$ cat src/hdl/pixel_run_length_encoder_core_defines.svh
// Assertion macros used by the pixel run-length encoder controller.
`ifndef PIXEL_RUN_LENGTH_ENCODER_CORE_DEFINES_SVH
`define PIXEL_RUN_LENGTH_ENCODER_CORE_DEFINES_SVH

// Condition and consequence checked in the same cycle.
`define PRLE_ASSERT_NOW(lbl, clk, rst_n, cond, cons, msg) \
    lbl: assert property (@(posedge clk) disable iff (!rst_n) (cond) |-> (cons)) \
        else $error(msg);

// Consequence checked in the cycle after the condition.
`define PRLE_ASSERT_NEXT(lbl, clk, rst_n, cond, cons, msg) \
    lbl: assert property (@(posedge clk) disable iff (!rst_n) (cond) |=> (cons)) \
        else $error(msg);

`endif

$ cat src/hdl/prle_pkg.sv
// Shared constants and control types of the pixel run-length encoder.
package prle_pkg;

    localparam int MAX_RUN  = 127;
    localparam int RUN_W    = 7;
    localparam int LANES    = 4;
    localparam int BANK_W   = 2;
    localparam int ROW_W    = RUN_W - BANK_W;
    localparam int NUM_ROWS = 2 ** ROW_W;
    localparam int PIX_W    = 32;
    localparam int HDR_W    = 8;
    localparam int TAKE_W   = 3;
    localparam int CH_W     = 3;

    localparam logic [RUN_W-1:0] MAX_RUN_L  = RUN_W'(MAX_RUN);
    localparam logic [CH_W-1:0]  CH_RGB     = 3'd3;
    localparam logic [HDR_W-1:0] HDR_SINGLE = 8'd1;

    typedef enum logic [1:0] {
        SRC_LIT,
        SRC_S0,
        SRC_S1
    } t_src;

    typedef struct packed {
        logic              accept;
        logic              we1;
        logic [RUN_W-1:0]  wa1;
        logic              we2;
        logic [RUN_W-1:0]  wa2;
        logic              s0_old;
        logic              load;
        t_src              src;
        logic [ROW_W-1:0]  row;
        logic [TAKE_W-1:0] take;
        logic              has_header;
        logic [HDR_W-1:0]  header;
        logic              last;
        logic              done;
    } t_dp_cmd;

    typedef struct packed {
        logic eq;
        logic ld_ok;
    } t_dp_status;

endpackage

$ cat src/hdl/prle_ctrl.sv
// Controller: run state machine and the sequencer that emits each packet.
`include "pixel_run_length_encoder_core_defines.svh"

module prle_ctrl
    import prle_pkg::*;
(
    input  logic       i_clk,
    input  logic       i_rst_n,
    input  logic       i_in_valid,
    output logic       o_in_stall,
    input  logic       i_final_pixel,
    input  t_dp_status i_status,
    output t_dp_cmd    o_cmd
);

    typedef enum logic [1:0] {
        S_IDLE,
        S_LIT,
        S_SNG0,
        S_SNG1
    } t_state;

    typedef enum logic [1:0] {
        M_IDLE,
        M_LIT,
        M_REP
    } t_mode;

    t_state           r_state, n_state;
    t_mode            r_mode, n_mode;
    logic [RUN_W-1:0] r_rl, n_rl;
    logic             r_hv, n_hv;
    logic [RUN_W-1:0] r_lit_cnt, n_lit_cnt;
    logic [ROW_W-1:0] r_row, n_row;
    logic             r_s0_go, n_s0_go;
    logic [HDR_W-1:0] r_s0_hdr, n_s0_hdr;
    logic             r_s1_go, n_s1_go;
    logic [HDR_W-1:0] r_s1_hdr, n_s1_hdr;
    logic             r_fin, n_fin;

    t_mode            mid_mode;
    logic [RUN_W-1:0] mid_rl;
    logic             mid_hv;
    logic             lit_go;
    logic [RUN_W-1:0] lit_cnt;
    logic             sa_go, sc_go;
    logic [HDR_W-1:0] sa_hdr, sc_hdr;
    logic [RUN_W-1:0] lit_base;
    logic [RUN_W-1:0] lit_left;
    logic             last_row;
    t_dp_cmd          cmd;

    assign o_in_stall = (r_state != S_IDLE);
    assign lit_base   = {r_row, {BANK_W{1'b0}}};
    assign lit_left   = r_lit_cnt - lit_base;
    assign last_row   = (lit_left <= RUN_W'(LANES));

    always_comb begin
        n_state   = r_state;
        n_mode    = r_mode;
        n_rl      = r_rl;
        n_hv      = r_hv;
        n_lit_cnt = r_lit_cnt;
        n_row     = r_row;
        n_s0_go   = r_s0_go;
        n_s0_hdr  = r_s0_hdr;
        n_s1_go   = r_s1_go;
        n_s1_hdr  = r_s1_hdr;
        n_fin     = r_fin;
        cmd       = '0;
        cmd.src   = SRC_LIT;
        mid_mode  = r_mode;
        mid_rl    = r_rl;
        mid_hv    = r_hv;
        lit_go    = 1'b0;
        lit_cnt   = r_rl;
        sa_go     = 1'b0;
        sa_hdr    = '0;
        sc_go     = 1'b0;
        sc_hdr    = '0;

        // Effect of the incoming pixel on the run, before the end-of-image close.
        case (r_mode)
            M_LIT: begin
                if (!i_status.eq) begin
                    cmd.we1 = 1'b1;
                    mid_rl  = r_rl + 1'b1;
                    if (mid_rl == MAX_RUN_L) begin
                        lit_go   = 1'b1;
                        lit_cnt  = MAX_RUN_L;
                        mid_mode = M_IDLE;
                        mid_rl   = '0;
                    end
                end else begin
                    lit_go   = 1'b1;
                    lit_cnt  = r_rl;
                    mid_mode = M_REP;
                    mid_rl   = RUN_W'(2);
                end
            end
            M_REP: begin
                if (i_status.eq) begin
                    mid_rl = r_rl + 1'b1;
                end else begin
                    sa_go      = 1'b1;
                    sa_hdr     = {1'b1, r_rl};
                    cmd.s0_old = 1'b1;
                    mid_mode   = M_IDLE;
                    mid_rl     = '0;
                end
            end
            default: begin
                if (!r_hv) begin
                    mid_hv = 1'b1;
                end else if (!i_status.eq) begin
                    cmd.we1  = 1'b1;
                    mid_rl   = RUN_W'(1);
                    mid_mode = M_LIT;
                end else begin
                    mid_mode = M_REP;
                    mid_rl   = RUN_W'(2);
                end
            end
        endcase

        // A repeat that reaches the maximum length closes at once.
        if (mid_mode == M_REP && mid_rl == MAX_RUN_L) begin
            sa_go    = 1'b1;
            sa_hdr   = {1'b1, MAX_RUN_L};
            mid_mode = M_IDLE;
            mid_rl   = '0;
            mid_hv   = 1'b0;
        end

        cmd.wa1 = r_rl;
        cmd.wa2 = mid_rl;

        if (i_final_pixel) begin
            case (mid_mode)
                M_LIT: begin
                    cmd.we2 = 1'b1;
                    lit_go  = 1'b1;
                    lit_cnt = mid_rl + 1'b1;
                end
                M_REP: begin
                    sc_go  = 1'b1;
                    sc_hdr = {1'b1, mid_rl};
                end
                default: begin
                    sc_go  = mid_hv;
                    sc_hdr = HDR_SINGLE;
                end
            endcase
            mid_mode = M_IDLE;
            mid_rl   = '0;
            mid_hv   = 1'b0;
        end

        case (r_state)
            S_IDLE: begin
                if (i_in_valid) begin
                    cmd.accept = 1'b1;
                    n_mode     = mid_mode;
                    n_rl       = mid_rl;
                    n_hv       = mid_hv;
                    n_lit_cnt  = lit_cnt;
                    n_row      = '0;
                    n_s0_go    = sa_go || sc_go;
                    n_s0_hdr   = sa_go ? sa_hdr : sc_hdr;
                    n_s1_go    = sa_go && sc_go;
                    n_s1_hdr   = sc_hdr;
                    n_fin      = i_final_pixel;
                    if (lit_go) begin
                        n_state = S_LIT;
                    end else if (sa_go || sc_go) begin
                        n_state = S_SNG0;
                    end
                end else begin
                    cmd.s0_old = 1'b0;
                    cmd.we1    = 1'b0;
                    cmd.we2    = 1'b0;
                end
            end
            S_LIT: begin
                if (i_status.ld_ok) begin
                    cmd.load       = 1'b1;
                    cmd.src        = SRC_LIT;
                    cmd.row        = r_row;
                    cmd.take       = last_row ? lit_left[TAKE_W-1:0] : TAKE_W'(LANES);
                    cmd.has_header = (r_row == '0);
                    cmd.header     = (r_row == '0) ? {1'b0, r_lit_cnt} : '0;
                    cmd.last       = last_row && !r_s0_go;
                    if (last_row) begin
                        n_state = r_s0_go ? S_SNG0 : S_IDLE;
                    end else begin
                        n_row = r_row + 1'b1;
                    end
                end
            end
            S_SNG0: begin
                if (i_status.ld_ok) begin
                    cmd.load       = 1'b1;
                    cmd.src        = SRC_S0;
                    cmd.take       = TAKE_W'(1);
                    cmd.has_header = 1'b1;
                    cmd.header     = r_s0_hdr;
                    cmd.last       = !r_s1_go;
                    n_state        = r_s1_go ? S_SNG1 : S_IDLE;
                end
            end
            S_SNG1: begin
                if (i_status.ld_ok) begin
                    cmd.load       = 1'b1;
                    cmd.src        = SRC_S1;
                    cmd.take       = TAKE_W'(1);
                    cmd.has_header = 1'b1;
                    cmd.header     = r_s1_hdr;
                    cmd.last       = 1'b1;
                    n_state        = S_IDLE;
                end
            end
            default: begin
                n_state = S_IDLE;
            end
        endcase

        cmd.done = cmd.last && r_fin;
    end

    assign o_cmd = cmd;

    always_ff @(posedge i_clk) begin
        if (!i_rst_n) begin
            r_state <= S_IDLE;
            r_mode  <= M_IDLE;
            r_rl    <= '0;
            r_hv    <= 1'b0;
            r_s0_go <= 1'b0;
            r_s1_go <= 1'b0;
            r_fin   <= 1'b0;
        end else begin
            r_state <= n_state;
            r_mode  <= n_mode;
            r_rl    <= n_rl;
            r_hv    <= n_hv;
            r_s0_go <= n_s0_go;
            r_s1_go <= n_s1_go;
            r_fin   <= n_fin;
        end
        r_lit_cnt <= n_lit_cnt;
        r_row     <= n_row;
        r_s0_hdr  <= n_s0_hdr;
        r_s1_hdr  <= n_s1_hdr;
    end

    `PRLE_ASSERT_NOW(a_rep_len, i_clk, i_rst_n, r_mode == M_REP,
        (r_rl >= RUN_W'(2)) && (r_rl < MAX_RUN_L), "repeat length out of range")
    `PRLE_ASSERT_NOW(a_lit_len, i_clk, i_rst_n, r_mode == M_LIT,
        r_hv && (r_rl != '0) && (r_rl < MAX_RUN_L), "literal length out of range")
    `PRLE_ASSERT_NOW(a_lit_rows, i_clk, i_rst_n, r_state == S_LIT,
        r_lit_cnt > lit_base, "literal read past the end of the packet")
    `PRLE_ASSERT_NEXT(a_last_idle, i_clk, i_rst_n, cmd.load && cmd.last,
        r_state == S_IDLE, "sequencer busy after the last result of a transaction")

endmodule

$ cat config.mk
export PLATFORM = sky130hd
export DESIGN_NAME = prle_ctrl
export DESIGN_NICKNAME = d
export VERILOG_FILES = /design/src/hdl/prle_pkg.sv /design/src/hdl/prle_ctrl.sv
export VERILOG_INCLUDE_DIRS = /design/src /design/src/hdl
export SDC_FILE = /design/constraint.sdc
export NUM_CORES = 1
export LEC_CHECK = 0
export BUFFER_PORTS_ARGS = -buffer_cell sky130_fd_sc_hd__buf_2
export CAP_MARGIN = 30
export CORE_MARGIN = 4
export CORE_UTILIZATION = 50
export CTS_CLUSTER_SIZE = 30
export DETAILED_ROUTE_END_ITERATION = 8
export PLACE_DENSITY = 0.8
export REMOVE_ABC_BUFFERS = 1
export SYNTH_ARGS = -nofsm -noshare
export SYNTH_HDL_FRONTEND = slang
export SYNTH_SLANG_ARGS = --single-unit
$ cat constraint.sdc
create_clock -name i_clk -period 2.8 [get_ports i_clk]
set_input_delay 0 -clock i_clk [delete_from_list [all_inputs] [get_ports i_clk]]
set_output_delay 0 -clock i_clk [all_outputs]
set_load 0.1 [all_outputs]
==> impl.org, run 1 <==
** Synth
- The synthesized design contains 28 enable-type register cells.
- The synthesized design contains 43 register bits.
- The netlist uses 64 different library cells.
- Predominant post-synthesis flop cell :: sky130_fd_sc_hd__edfxtp_1
- The biggest area contributor in the post-synthesis netlist is sky130_fd_sc_hd__edfxtp_1.
- Area share of the largest cell type after synthesis :: 26.4%
- Area of the mapped netlist :: 3190 um^2
- Synthesized instance count :: 382
- Most numerous cell types in the synthesized netlist :: 42 x sky130_fd_sc_hd__nor2_1, 40 x sky130_fd_sc_hd__nand2_1, 29 x sky130_fd_sc_hd__inv_1, 28 x sky130_fd_sc_hd__edfxtp_1, 25 x sky130_fd_sc_hd__o21ai_0
- Sequential area share after synthesis :: 35.8%
- Leading cell type by number of instances after synthesis :: sky130_fd_sc_hd__nor2_1
- Async set or reset register ratio after synthesis :: 0%
- Synth Area per Inst :: 8.34 um^2
- Cell types occupying the most area after synthesis :: sky130_fd_sc_hd__edfxtp_1 26%, sky130_fd_sc_hd__dfxtp_1 9.4%, sky130_fd_sc_hd__nor2_1 4.9%, sky130_fd_sc_hd__nand2_1 4.7%, sky130_fd_sc_hd__ha_1 4.3%
- During synthesis, Yosys emitted a total of 0 warnings.

** Power
- Clock power share :: 28.2%
- VDD IR max :: 0.247 mV
- Portion of total power attributed to sequential cells :: 40.8%
- Overall power :: 1.85 mW
- The analysis attributes to net switching a power of 0.625 mW.
- The analysis attributes to cell leakage a power of 2.15 nW.
- Pwr dens :: 370 nW/um^2
- Cell internal power was estimated by the tool at 1.22 mW.
- In this run, the combinational gates consume 31.0% of the power.
- Switching part of the total power :: 33.9%

** Setup path
- Register-to-register path setup slack :: -420 ps
- Worst reg2reg startpoint :: r_rl[1]
- Critical path class :: reg2reg
- Sequence of cells on the critical path :: ha_4 > and4b_1 > o211a_4 > o31ai_4 > o21ai_2 > a311oi_2 > and4b_4 > nor2_4 > ha_4 > and3_4 > and3_4 > o31ai_2
- Critical path required time :: 2900 ps
- Endpoint of the worst-slack reg-to-reg timing path :: r_lit_cnt[6]
- Beginning of the critical path :: r_rl[1]
- Element type at the critical path end :: register
- Worst path max stage delay :: 350 ps
- Measured in cells, the most critical reg-to-reg path has a length of 12.
- For the worst setup path, the data arrival time is 3310 ps.
- Critical path's slowest cell :: sky130_fd_sc_hd__dfxtp_1
- STA classifies the critical path startpoint as a register.
- Along the worst path, the maximum fanout reaches 4.
- In this run the worst setup path terminates at r_lit_cnt[6].

** Clock network
- Root cell of the clock tree :: sky130_fd_sc_hd__clkbuf_8
- TritonCTS built the clock tree.
- No sink is reached through more buffers than the 2 on the longest clock path.
- Counting the buffers created by CTS gives 5.
- Deepest level of the CTS H-tree :: 2
- Clock tree synthesis found a total of 43 sinks.
- Clock latency of the later-clocked register in the worst-skew pair :: 310 ps
- Clock-pin slew was measured on the worst setup and hold paths at 100 ps.

** Detailed routing
- Detailed-router iteration count before antenna repair :: 7
- Starting DRT DRC Count :: 350
- ANT nets after route :: 0
- In the routed layout, each cell is associated on average with a via count of 6.41.
- The routed design has 12200 um of wire.
- After detailed routing, the average wire length per cell comes to 20.9 um.
- The routed layout has 3758 vias.
- For this run, design rule violations remaining after detail routing come to 0.

** Run status
- Status :: complete, but fails checks
- The checks that failed: setup timing.

** Final layout
- After routing the design area is 4980 um^2.
- Relative area change from synthesis to final layout :: 56.5%
- Share of layout cells above drive strength 1 :: 44.4%
- Total area of multi-input combinational cells :: 2190 um^2
- Sequential cell area :: 1150 um^2
- Cells fill 82.2% of the core in the end.
- The filler cells instantiated in the layout total 314.
- Diode count :: 0
- At the end of the flow, the number of nets in the layout was 528.

** Die
- The die covers 7710 um^2.
- In this run the core area contains 28 standard-cell rows.
- The floorplan step set the die height to 87.8 um.
- In this run the standard cell core region covers 6060 um^2.
- From left edge to right edge, the die measures 87.8 um.
- Number of I/O pins :: 47
- For this configuration, the core starts out at a cell density of 52.6%.

** Min path
- Min-delay worst type :: in2reg

** Global routing
- GRT overflow :: 0
- Entering global routing, the biggest net connects 22 pins.
- The first global-routing pass estimated 18000 um of wire.
- Antenna violations before repair :: 0
- Global routing used 30.1% of the available tracks.
- Vias in the first global route :: 3627

** STA
- For this run, the top clock speed supported by timing is 311 MHz.
- Subtracting the final worst setup slack from the clock period gives 3220 ps.
- Setup Skew :: 18.2 ps
- The final number of max-transition violations came to 0.
- Fraction of the cycle the final worst path needs :: 115%
- Setup violations remaining at the end of the flow were counted as 25.
- The worst pin sits at a relative slew slack of 52.1%.
- Count of final hold-check violations :: 0
- At the pin with the least slew margin, the transition time is 716 ps.
- Setup repair after global routing could not meet its margin everywhere.
- Final worst-path setup slack :: -418 ps
- Setup total negative slack on the finished layout was measured at -2450 ps.

** Placement
- Buffers placed on the I/O ports in this run total 46.
- Worst slack at placement :: -482 ps
- DP Area :: 4250 um^2
- Global placement routability congestion :: 0.997
- Post-detailed-placement half-perimeter wirelength :: 7490 um

** Job
- Count of max-cap constraint violations :: 0
## sequential cells by signal, indices dropped and copies added (netlist names)
signal     count
r_s1_hdr       8
r_rl           7
r_fin          1
r_lit_cnt      7
r_hv           1
r_mode         2
r_s0_go        1
r_s1_go        1
r_state        2
r_s0_hdr       8
r_row          5
## logic make-up after synthesis
group	after synthesis	share of synthesized area, %
AOI/OAI and AO/OA	118	26.2
xor gates and xnor gates	9	2.47
adders and majority gates	13	5.26
buffers and inverters	51	6.79
DFF	43	35.8
muxes	2	0.628
and+or+nand+nor	146	22.9
## metal layers
| metal | up-vias | wire (um) | GRT usage (%) |
|---|---|---|---|
| met5 | - | 0 | 0 |
| li1 | 1658 | - | - |
| met3 | 76 | 908 | 4.42 |
| met1 | 1747 | 4450 | 34.4 |
| met4 | 0 | 626 | 13.2 |
| met2 | 277 | 6250 | 55.2 |
## power groups by stage
stage / logic (mW) / registers (mW) / clock network (mW)
after global routing: 0.604 / 0.758 / 0.533
after CTS: 0.529 / 0.751 / 0.506
final: 0.573 / 0.754 / 0.520
after detailed placement: 0.470 / 0.764 / 0
after global placement: 0.454 / 0.761 / 0
after floorplan: 0.291 / 0.765 / 0
## layout make-up
| cell class | instances | share of cell area (%) |
|---|---|---|
| Timing Repair Buffer | 142 | 26.3 |
| Clock inverter | 2 | 0.703 |
| Multi-Input combinational cell | 288 | 44.0 |
| Inverter | 30 | 2.41 |
| Sequential cell | 43 | 23.0 |
| Clock buffer | 6 | 1.66 |
| Tap cell | 75 | 1.88 |
## per-stage QoR
step / cells / hold slack, ps
floorplan: 361 / 128
global placement: 556 / 310
detailed placement: 556 / 317
CTS: 580 / 57.8
global route: 586 / 79.9
finish: 586 / 69.2
## layout by cell type (no fill, tap or decap), types with 12 or more instances in the layout
cell                       synthesis  layout
sky130_fd_sc_hd__a21oi_1          21      16
sky130_fd_sc_hd__buf_12            0      20
sky130_fd_sc_hd__buf_2             5      27
sky130_fd_sc_hd__buf_4             1      80
sky130_fd_sc_hd__buf_6             2      12
sky130_fd_sc_hd__edfxtp_1         28      28
sky130_fd_sc_hd__inv_1            29      23
sky130_fd_sc_hd__nand2_1          40      35
sky130_fd_sc_hd__nand3_1          18      18
sky130_fd_sc_hd__nor2_1           42      34
sky130_fd_sc_hd__o21ai_0          25      18
## critical path, delay by kind of cell (launching register included)
kind,cells,cell delay (ps)
AOI/OAI and AO/OA,5,1330
adders and majority gates,2,360
DFF,1,350
and+or+nand+nor,5,970
## worst min path at each step
stage / slack (ps) / cells after the start / endpoint / from
detailed placement: 320 / 3 / r_fin / i_final_pixel
finish: 70 / 4 / r_state[0] / i_in_valid
global placement: 310 / 3 / r_fin / i_final_pixel
floorplan: 130 / 1 / r_mode[0] / i_rst_n
global route: 80 / 4 / r_state[0] / i_in_valid
CTS: 60 / 4 / r_state[0] / i_in_valid
## what timing repair did
item / 4_1_cts / 5_1_grt
hold endpoints to repair: 1 / 0
hold buffers: 1 / 0
pin swaps: 21 / 22
buffers inserted: 16 / 12
setup endpoints to repair: 24 / 34
resized for setup: 63 / 53
(Power assumes the default switching activity.)
==> run 2: changes to the inputs <==
--- a/config.mk
+++ b/config.mk
@@ -10,10 +10,10 @@
 export CAP_MARGIN = 30
 export CORE_MARGIN = 4
 export CORE_UTILIZATION = 50
+export CTS_BUF_LIST = sky130_fd_sc_hd__clkbuf_4 sky130_fd_sc_hd__clkbuf_8 sky130_fd_sc_hd__clkbuf_16
 export CTS_CLUSTER_SIZE = 30
 export DETAILED_ROUTE_END_ITERATION = 8
 export PLACE_DENSITY = 0.8
-export REMOVE_ABC_BUFFERS = 1
 export SYNTH_ARGS = -nofsm -noshare
 export SYNTH_HDL_FRONTEND = slang
 export SYNTH_SLANG_ARGS = --single-unit
==> run 2 against run 1 <==
The run ends with hold timing, setup timing left. Sequential power down 1%. Total power down 7.5%. Setup slack better by 240 ps. Register-to-register slack better by 250 ps. Cell area down 3.1%. Global-route usage down 3.7 points. Core utilization down 2.6 points. Die area unchanged. First-iteration DRC count down 4.0%. Hold slack worse by 70 ps. Largest cell class unchanged.
==> impl.org, run 2 (synthesized netlist as in run 1, its figures left out) <==
** Clock network
- The CTS tree was yes (unchanged).
- Buffer levels on the longest clock path :: 2 (unchanged)
- Root cell of the clock tree :: sky130_fd_sc_hd__clkbuf_8 (unchanged)
- The clock network latency to the later pin of the worst-skew pair is 300 ps (was 310 ps).
- CTS sink cnt :: 43 (unchanged)
- The number of buffers added to fix hold violations after cts was 0 (was 1).
- Deepest level of the CTS H-tree :: 2 (unchanged)
- Clock-pin slew of the registers on the worst-case setup and hold paths :: 80 ps (was 100 ps)
- The clock buffer count from CTS came to 5 (unchanged).

** Die
- The die span in x came to 87.8 um (unchanged).
- Total die area :: 7710 um^2 (unchanged)
- The initial standard-cell utilization of the core was 52.6% (unchanged).
- Core outline area :: 6060 um^2 (unchanged)
- The top-level I/O count came to 47 (unchanged).
- Die extent in y :: 87.8 um (unchanged)
- The number of standard-cell rows in the floorplan is 28 (unchanged).

** Power
- Pwr dens :: 354 nW/um^2 (was 370 nW/um^2)
- The static leakage power is 2.02 nW (was 2.15 nW).
- VDD IR max :: 0.228 mV (was 0.247 mV)

** Synth
- Synthesized net count :: 400

** Min path
- The end of the worst hold path is r_fin (was r_state[0]).
- The startpoint of the worst hold path was i_final_pixel (was i_in_valid).
- Min-delay worst type :: in2reg (unchanged)
- The number of instances on the worst hold path was 3 (was 4).

** STA
- Fraction of the cycle the final worst path needs :: 106% (was 115%)
- Setup Skew :: 8.92 ps (was 18.2 ps)
- The worst relative slew slack came to 57.5% (was 52.1%).
- Worst hold margin :: -0.669 ps (was 69.2 ps)
- Post-layout minimum cycle time :: 2980 ps (was 3220 ps)
- Number of endpoints failing setup at the final stage :: 16 (was 25)
- Unrepaired setup endpoints after global routing: yes (unchanged).
- The final number of max-transition violations came to 0 (unchanged).
- The number of hold violations in the final report came to 1 (was 0).
- The maximum frequency from static timing analysis was 336 MHz (was 311 MHz).
- Final worst-path setup slack :: -179 ps (was -418 ps)
- The pin slew with the least headroom to its limit was 635 ps (was 716 ps).

** Global routing
- The global router's overall resource usage is 26.4% (was 30.1%).
- Pin count of the biggest net entering global routing :: 23 (was 22)
- The global-route wire length before repair was 15900 um (was 18000 um).
- Vias in the first global route :: 3285 (was 3627)
- The initial antenna violation count is 0 (unchanged).
- GRT overflow :: 0 (unchanged)

** Final layout
- The count of nets after finishing came to 505 (was 528).
- Commonest cells after routing, fill and taps aside :: 62 x sky130_fd_sc_hd__buf_4, 37 x sky130_fd_sc_hd__nand2_1, 35 x sky130_fd_sc_hd__nor2_1 (was 80 x sky130_fd_sc_hd__buf_4, 35 x sky130_fd_sc_hd__nand2_1, 34 x sky130_fd_sc_hd__nor2_1)
- Relative area change from synthesis to final layout :: 51.6% (was 56.5%)
- Largest regs :: r_s0_hdr: 8 flops, r_s1_hdr: 8 flops (unchanged)
- Leading cell type in the layout, fill and taps excluded :: sky130_fd_sc_hd__buf_4 (unchanged)
- The number of antenna cells inserted came to 0 (unchanged).
- The share of cells above drive strength 1 came to 42.2% (was 44.4%).

** Placement
- Post-detailed-placement half-perimeter wirelength :: 7290 um (was 7490 um)
- The worst slack after detailed placement was -103 ps (was -482 ps).
- The global placement routability congestion was 0.967 (was 0.997).
- Port-buffer cells :: 46 (unchanged)

** Setup path
- The kind of end point of the critical path is a primary output (was register).
- Critical path required time :: 2800 ps (was 2900 ps)
- The start-to-end type of the worst setup path is reg2out (was reg2reg).
- Worst path top cell family by delay :: compound AO/OA/AOI/OAI gates (unchanged)
- Register-to-register path setup slack :: -170 ps (was -420 ps)
- The worst reg-to-reg path cell count came to 12 (unchanged).
- Worst reg2reg startpoint :: r_row[1] (was r_rl[1])
- Worst path max stage delay :: 480 ps (was 350 ps)
- The kind of start point of the critical path was a register (unchanged).
- The combined buffer and inverter count along the critical path came to 3 (was 0).
- Endpoint of the worst-slack reg-to-reg timing path :: r_state[1] (was r_lit_cnt[6])
- The largest fanout on the critical path is 2 (was 4).
- The highest-delay cell along the critical path is sky130_fd_sc_hd__a2111oi_4 (was sky130_fd_sc_hd__dfxtp_1).
- Sequence of cells on the critical path :: inv_1 > ha_1 > nor2b_1 > o21a_1 > or3_1 > a2111oi_4 > o21ai_4 > buf_6 > nor2_4 > nand2_1 > nand2_2 > buf_12 (was ha_4 > and4b_1 > o211a_4 > o31ai_4 > o21ai_2 > a311oi_2 > and4b_4 > nor2_4 > ha_4 > and3_4 > and3_4 > o31ai_2)
- Data arrival at the endpoint of the critical path :: 2980 ps (was 3310 ps)

** Detailed routing
- The number of nets still failing antenna checks after routing was 0 (unchanged).
- The mean number of vias per cell was 6.32 (was 6.41).
- Remaining routing DRC violations :: 0 (unchanged)
- Overall routed net length :: 10900 um (was 12200 um)
- The per-cell routed wire length is 19.4 um (was 20.9 um).
- Detailed-router iteration count before antenna repair :: 7 (unchanged)
- Via count :: 3557 (was 3758)
- Starting DRT DRC Count :: 336 (was 350)

** Run status
- Violated checks :: hold timing, setup timing (was setup timing)
- Status :: complete, but fails checks (unchanged)

** Job
- Count of max-cap constraint violations :: 0 (unchanged)
==> run 2: cell type report <==
class                   instances  area, um^2
clock buffers                   6        76.3
well taps                      75        93.8
flip-flops and latches         43        1160
clock inverters                 2        12.5
fillers                       347        1230
inverters                      30         116
repair buffers                119        1140
multi-input cells             288        2230
==> run 2: routing by layer <==
metal	share of wire, %	GRT usage (%)	up-vias
met5	0	0	-
met2	51	47.1	216
li1	-	-	1600
met3	6.7	2.82	53
met1	38	32.7	1688
met4	4.2	9.90	0
==> run 2: worst max-delay path by stage <==
stage | startpoint | endpoint | cells after the start
floorplan | r_rl[3] | r_lit_cnt[6] | 13
global placement | r_rl[1] | r_lit_cnt[6] | 12
detailed placement | r_rl[0] | r_lit_cnt[6] | 14
CTS | r_lit_cnt[2] | o_cmd[0] | 12
global route | r_row[1] | r_state[1] | 12
finish | r_row[1] | o_cmd[11] | 12
==> run 2: metrics by stage <==
stage	area [um^2]	util [%]	power, mW	cells	setup TNS [ps]
finish	4830	79.7	1.71	563	-1670
detailed placement	4280	70.5	1.24	535	-145
global route	4830	79.7	1.77	563	-3240
global placement	4280	70.5	1.23	535	-19.0
floorplan	3390	-	1.09	382	-3710
CTS	4550	75.0	1.67	555	-1180
==> run 2: repair_timing <==
item / 4_1_cts / 5_1_grt
setup buffers: 12 / 9
pin swaps: 23 / 24
endpoints found under the setup margin: 10 / 28
gates resized for setup: 27 / 48
==> run 2: power breakdown <==
part           leakage (nW)  internal [mW]  total [mW]  switching (mW)
logic                  1.57          0.195       0.551           0.356
clock network        0.0446          0.184       0.411           0.226
registers             0.409          0.716       0.746          0.0298
total                  2.02           1.10        1.71           0.612
==> run 2: tightest hold or removal path, stage by stage <==
cell and delay [ps]:
sky130_fd_sc_hd__buf_2 130, sky130_fd_sc_hd__nand2_1 60, sky130_fd_sc_hd__a21boi_0 60
==> run 3: changes to the inputs <==
--- a/config.mk
+++ b/config.mk
@@ -8,6 +8,7 @@
 export LEC_CHECK = 0
 export BUFFER_PORTS_ARGS = -buffer_cell sky130_fd_sc_hd__buf_2
 export CAP_MARGIN = 30
+export CORE_ASPECT_RATIO = 0.5
 export CORE_MARGIN = 4
 export CORE_UTILIZATION = 50
 export CTS_BUF_LIST = sky130_fd_sc_hd__clkbuf_4 sky130_fd_sc_hd__clkbuf_8 sky130_fd_sc_hd__clkbuf_16
==> run 3 against run 2 <==
The flow finishes with violations (setup timing). Critical path type is now reg2reg. Register-to-register slack worse by 20 ps. Critical path depth unchanged. Non-clock buffer count down 9. Fmax down 0.54%. Final cell count is 0.71% higher. Combinational power is 1% lower. Hold slack improved by 58 ps. First-iteration DRC count rose by 65%. Sequential power grew 0.8%. Cell area decreased by 0.75%. Routed wire length rose by 13%.
==> impl.org, run 3 (synthesized netlist as in run 1, its figures left out) <==
** Detailed routing
- ANT nets after route :: 0 (unchanged)
- Overall routed net length :: 12300 um (was 10900 um)
- Detailed-router iteration count before antenna repair :: 8 (was 7)
- The per-cell routed wire length was 21.7 um (was 19.4 um).
- Starting DRT DRC Count :: 556 (was 336)
- The via count of the routed design was 3727 (was 3557).
- The total DRC errors in the routed layout came to 0 (unchanged).
- Average vias per placed instance :: 6.57 (was 6.32)

** Clock network
- Buffer levels on the longest clock path :: 2 (unchanged)
- Clock latency of the later-clocked register in the worst-skew pair :: 290 ps (was 300 ps)
- The CTS tree was yes (unchanged).
- The cell at the root of the clock tree is sky130_fd_sc_hd__clkbuf_16 (was sky130_fd_sc_hd__clkbuf_8).
- CTS sink cnt :: 43 (unchanged)
- The H-tree depth came to 2 (unchanged).
- Clock-pin slew of the registers on the worst-case setup and hold paths :: 70 ps (was 80 ps)
- Number of buffers created by CTS :: 5 (unchanged)

** STA
- Setup Skew :: 7.19 ps (was 8.92 ps)
- Unrepaired setup endpoints after global routing: yes (unchanged).
- Final worst-path setup slack :: -195 ps (was -179 ps)
- The share of the clock period used by the worst path after layout is 107% (was 106%).
- Number of endpoints failing setup at the final stage :: 16 (unchanged)
- The pin slew with the least headroom to its limit is 572 ps (was 635 ps).
- The final number of max-transition violations is 0 (unchanged).
- The maximum frequency from static timing analysis came to 334 MHz (was 336 MHz).
- The number of hold violations in the final report was 0 (was 1).
- The final hold slack came to 57.3 ps (was -0.669 ps).
- Slew HR :: 61.7% (was 57.5%)
- Post-layout minimum cycle time :: 2990 ps (was 2980 ps)

** Setup path
- The largest fanout on the critical path was 3 (was 2).
- The arrival time at the worst endpoint came to 3040 ps (was 2980 ps).
- Startpoint class of the critical path :: register (unchanged)
- Critical path required time :: 2840 ps (was 2800 ps)
- The kind of end point of the critical path is a register (was primary output).
- Critical path class :: reg2reg (was reg2out)

** Die
- Number of I/O pins :: 47 (unchanged)
- Horizontal die dimension :: 121 um (was 87.8 um)
- Standard-cell rows :: 20 (was 28)
- The die height was 64.4 um (was 87.8 um).
- The area of the die was 7790 um^2 (was 7710 um^2).
- The standard cell core area came to 6130 um^2 (was 6060 um^2).
- The initial standard-cell utilization of the core was 52.0% (was 52.6%).

** Power
- The static leakage power came to 1.97 nW (was 2.02 nW).
- Combinational fraction of design power :: 28.5% (was 32.3%)
- Portion of total power attributed to sequential cells :: 39.4% (was 43.7%)
- The switching fraction of total power is 35.2% (was 35.8%).
- Pwr dens :: 398 nW/um^2 (was 354 nW/um^2)
- P_sw :: 0.671 mW (was 0.612 mW)
- The clock power share is 32.1% (was 24.1%).
- VDD IR max :: 0.255 mV (was 0.228 mV)
- Internal power consumption :: 1.24 mW (was 1.10 mW)

** Final layout
- Final net count :: 496 (was 505)
- Leading cell type in the layout, fill and taps excluded :: sky130_fd_sc_hd__buf_4 (unchanged)
- The share of cells above drive strength 1 was 40.3% (was 42.2%).
- Final standard cell count with taps included and fillers excluded :: 567 (was 563)
- Relative area change from synthesis to final layout :: 50.5% (was 51.6%)
- Commonest cells after routing, fill and taps aside: 54 x sky130_fd_sc_hd__buf_4, 36 x sky130_fd_sc_hd__nand2_1, 35 x sky130_fd_sc_hd__nor2_1 (was 62 x sky130_fd_sc_hd__buf_4, 37 x sky130_fd_sc_hd__nand2_1, 35 x sky130_fd_sc_hd__nor2_1).
- The number of antenna cells inserted is 0 (unchanged).
- Largest regs: r_s0_hdr: 8 flops, r_s1_hdr: 8 flops (unchanged).
- Final design instance area without fill :: 4790 um^2 (was 4830 um^2)

** Global routing
- Global-route wire length before repair :: 16800 um (was 15900 um)
- The global router's overall resource usage came to 27.4% (was 26.4%).
- The initial antenna violation count is 0 (unchanged).
- Pin count of the biggest net entering global routing :: 20 (was 23)
- Vias in the first global route :: 3332 (was 3285)
- GRT overflow :: 0 (unchanged)

** Run status
- Violated checks: setup timing (was hold timing, setup timing).
- Status: complete, but fails checks (unchanged).

** Placement
- The area after detailed placement was 4240 um^2 (was 4280 um^2).
- Placed cell count :: 543 (was 535)
- The global placement routability congestion is 0.944 (was 0.967).
- Post-detailed-placement half-perimeter wirelength :: 7290 um (about the same)
- The number of buffers inserted by port buffering came to 46 (unchanged).

** Synth
- Synthesized net count :: 400 (unchanged)

** Min path
- Min-delay worst type :: in2reg (unchanged)

** Job
- The max-cap check violation count is 0 (unchanged).
-- run 3: cell count changes in the layout (fill, tap and decap cells not counted), sizes merged --
cell	change
buf	-11
clkbuf	+1
clkinv	-1
clkinvlp	+1
inv	+1
-- run 3: final timing paths --
check           startpoint           end  slack, ps  cells after the start
min reg2reg          r_fin         r_fin        510                      2
max                r_rl[1]  r_lit_cnt[6]       -190                     12
min          i_final_pixel         r_fin         60                      3
max reg2reg        r_rl[1]  r_lit_cnt[6]       -190                     12
-- run 3: what timing repair did --
item	4_1_cts	5_1_grt
resized for setup	27	36
hold buffers	0	0
cloned	0	1
pin swaps	22	16
setup endpoints to repair	13	21
buffers inserted	7	8
-- run 3: power by group through the flow --
| stage | Clock [mW] | Sequential [mW] | Combinational, mW |
|---|---|---|---|
| after CTS | 0.591 | 0.747 | 0.508 |
| after global routing | 0.643 | 0.755 | 0.570 |
| after floorplan | 0 | 0.754 | 0.335 |
| final | 0.613 | 0.752 | 0.543 |
| after detailed placement | 0 | 0.760 | 0.478 |
| after global placement | 0 | 0.757 | 0.469 |
-- run 3: metal layers --
| metal | track usage [%] | wire length (um) |
|---|---|---|
| met3 | 5.84 | 1590 |
| met5 | 0 | 0 |
| met1 | 36.4 | 4660 |
| met2 | 44.6 | 5380 |
| met4 | 9.46 | 649 |
-- run 3: critical path: stages, from the launching register on --
cell and delay [ps]:
sky130_fd_sc_hd__dfxtp_4 360, sky130_fd_sc_hd__ha_4 160, sky130_fd_sc_hd__and4b_1 170, sky130_fd_sc_hd__o211a_1 270, sky130_fd_sc_hd__o31a_1 350, sky130_fd_sc_hd__a21boi_1 220, sky130_fd_sc_hd__o21ai_0 170, sky130_fd_sc_hd__buf_4 190
sky130_fd_sc_hd__a21oi_4 200, sky130_fd_sc_hd__ha_4 170, sky130_fd_sc_hd__and3_4 230, sky130_fd_sc_hd__and3_4 220, sky130_fd_sc_hd__o31ai_4 50
-- run 3: per-stage QoR --
stage | worst slack (ps) | setup TNS, ps | power, mW | util [%]
floorplan | -678 | -3710 | 1.09 | -
global placement | 9.33 | 0 | 1.23 | 69.1
detailed placement | -78.6 | -127 | 1.24 | 69.1
CTS | -151 | -519 | 1.85 | 74.2
global route | -245 | -2770 | 1.97 | 78.2
finish | -195 | -1220 | 1.91 | 78.2
-- run 3: layout make-up --
| cell class | instances | area (um^2) |
|---|---|---|
| Clock inverter | 3 | 23.8 |
| Timing Repair Buffer | 110 | 1070 |
| Inverter | 30 | 119 |
| Multi-Input combinational cell | 288 | 2180 |
| Clock buffer | 5 | 125 |
| Tap cell | 88 | 110 |
| Sequential cell | 43 | 1160 |
| Fill cell | 349 | 1340 |
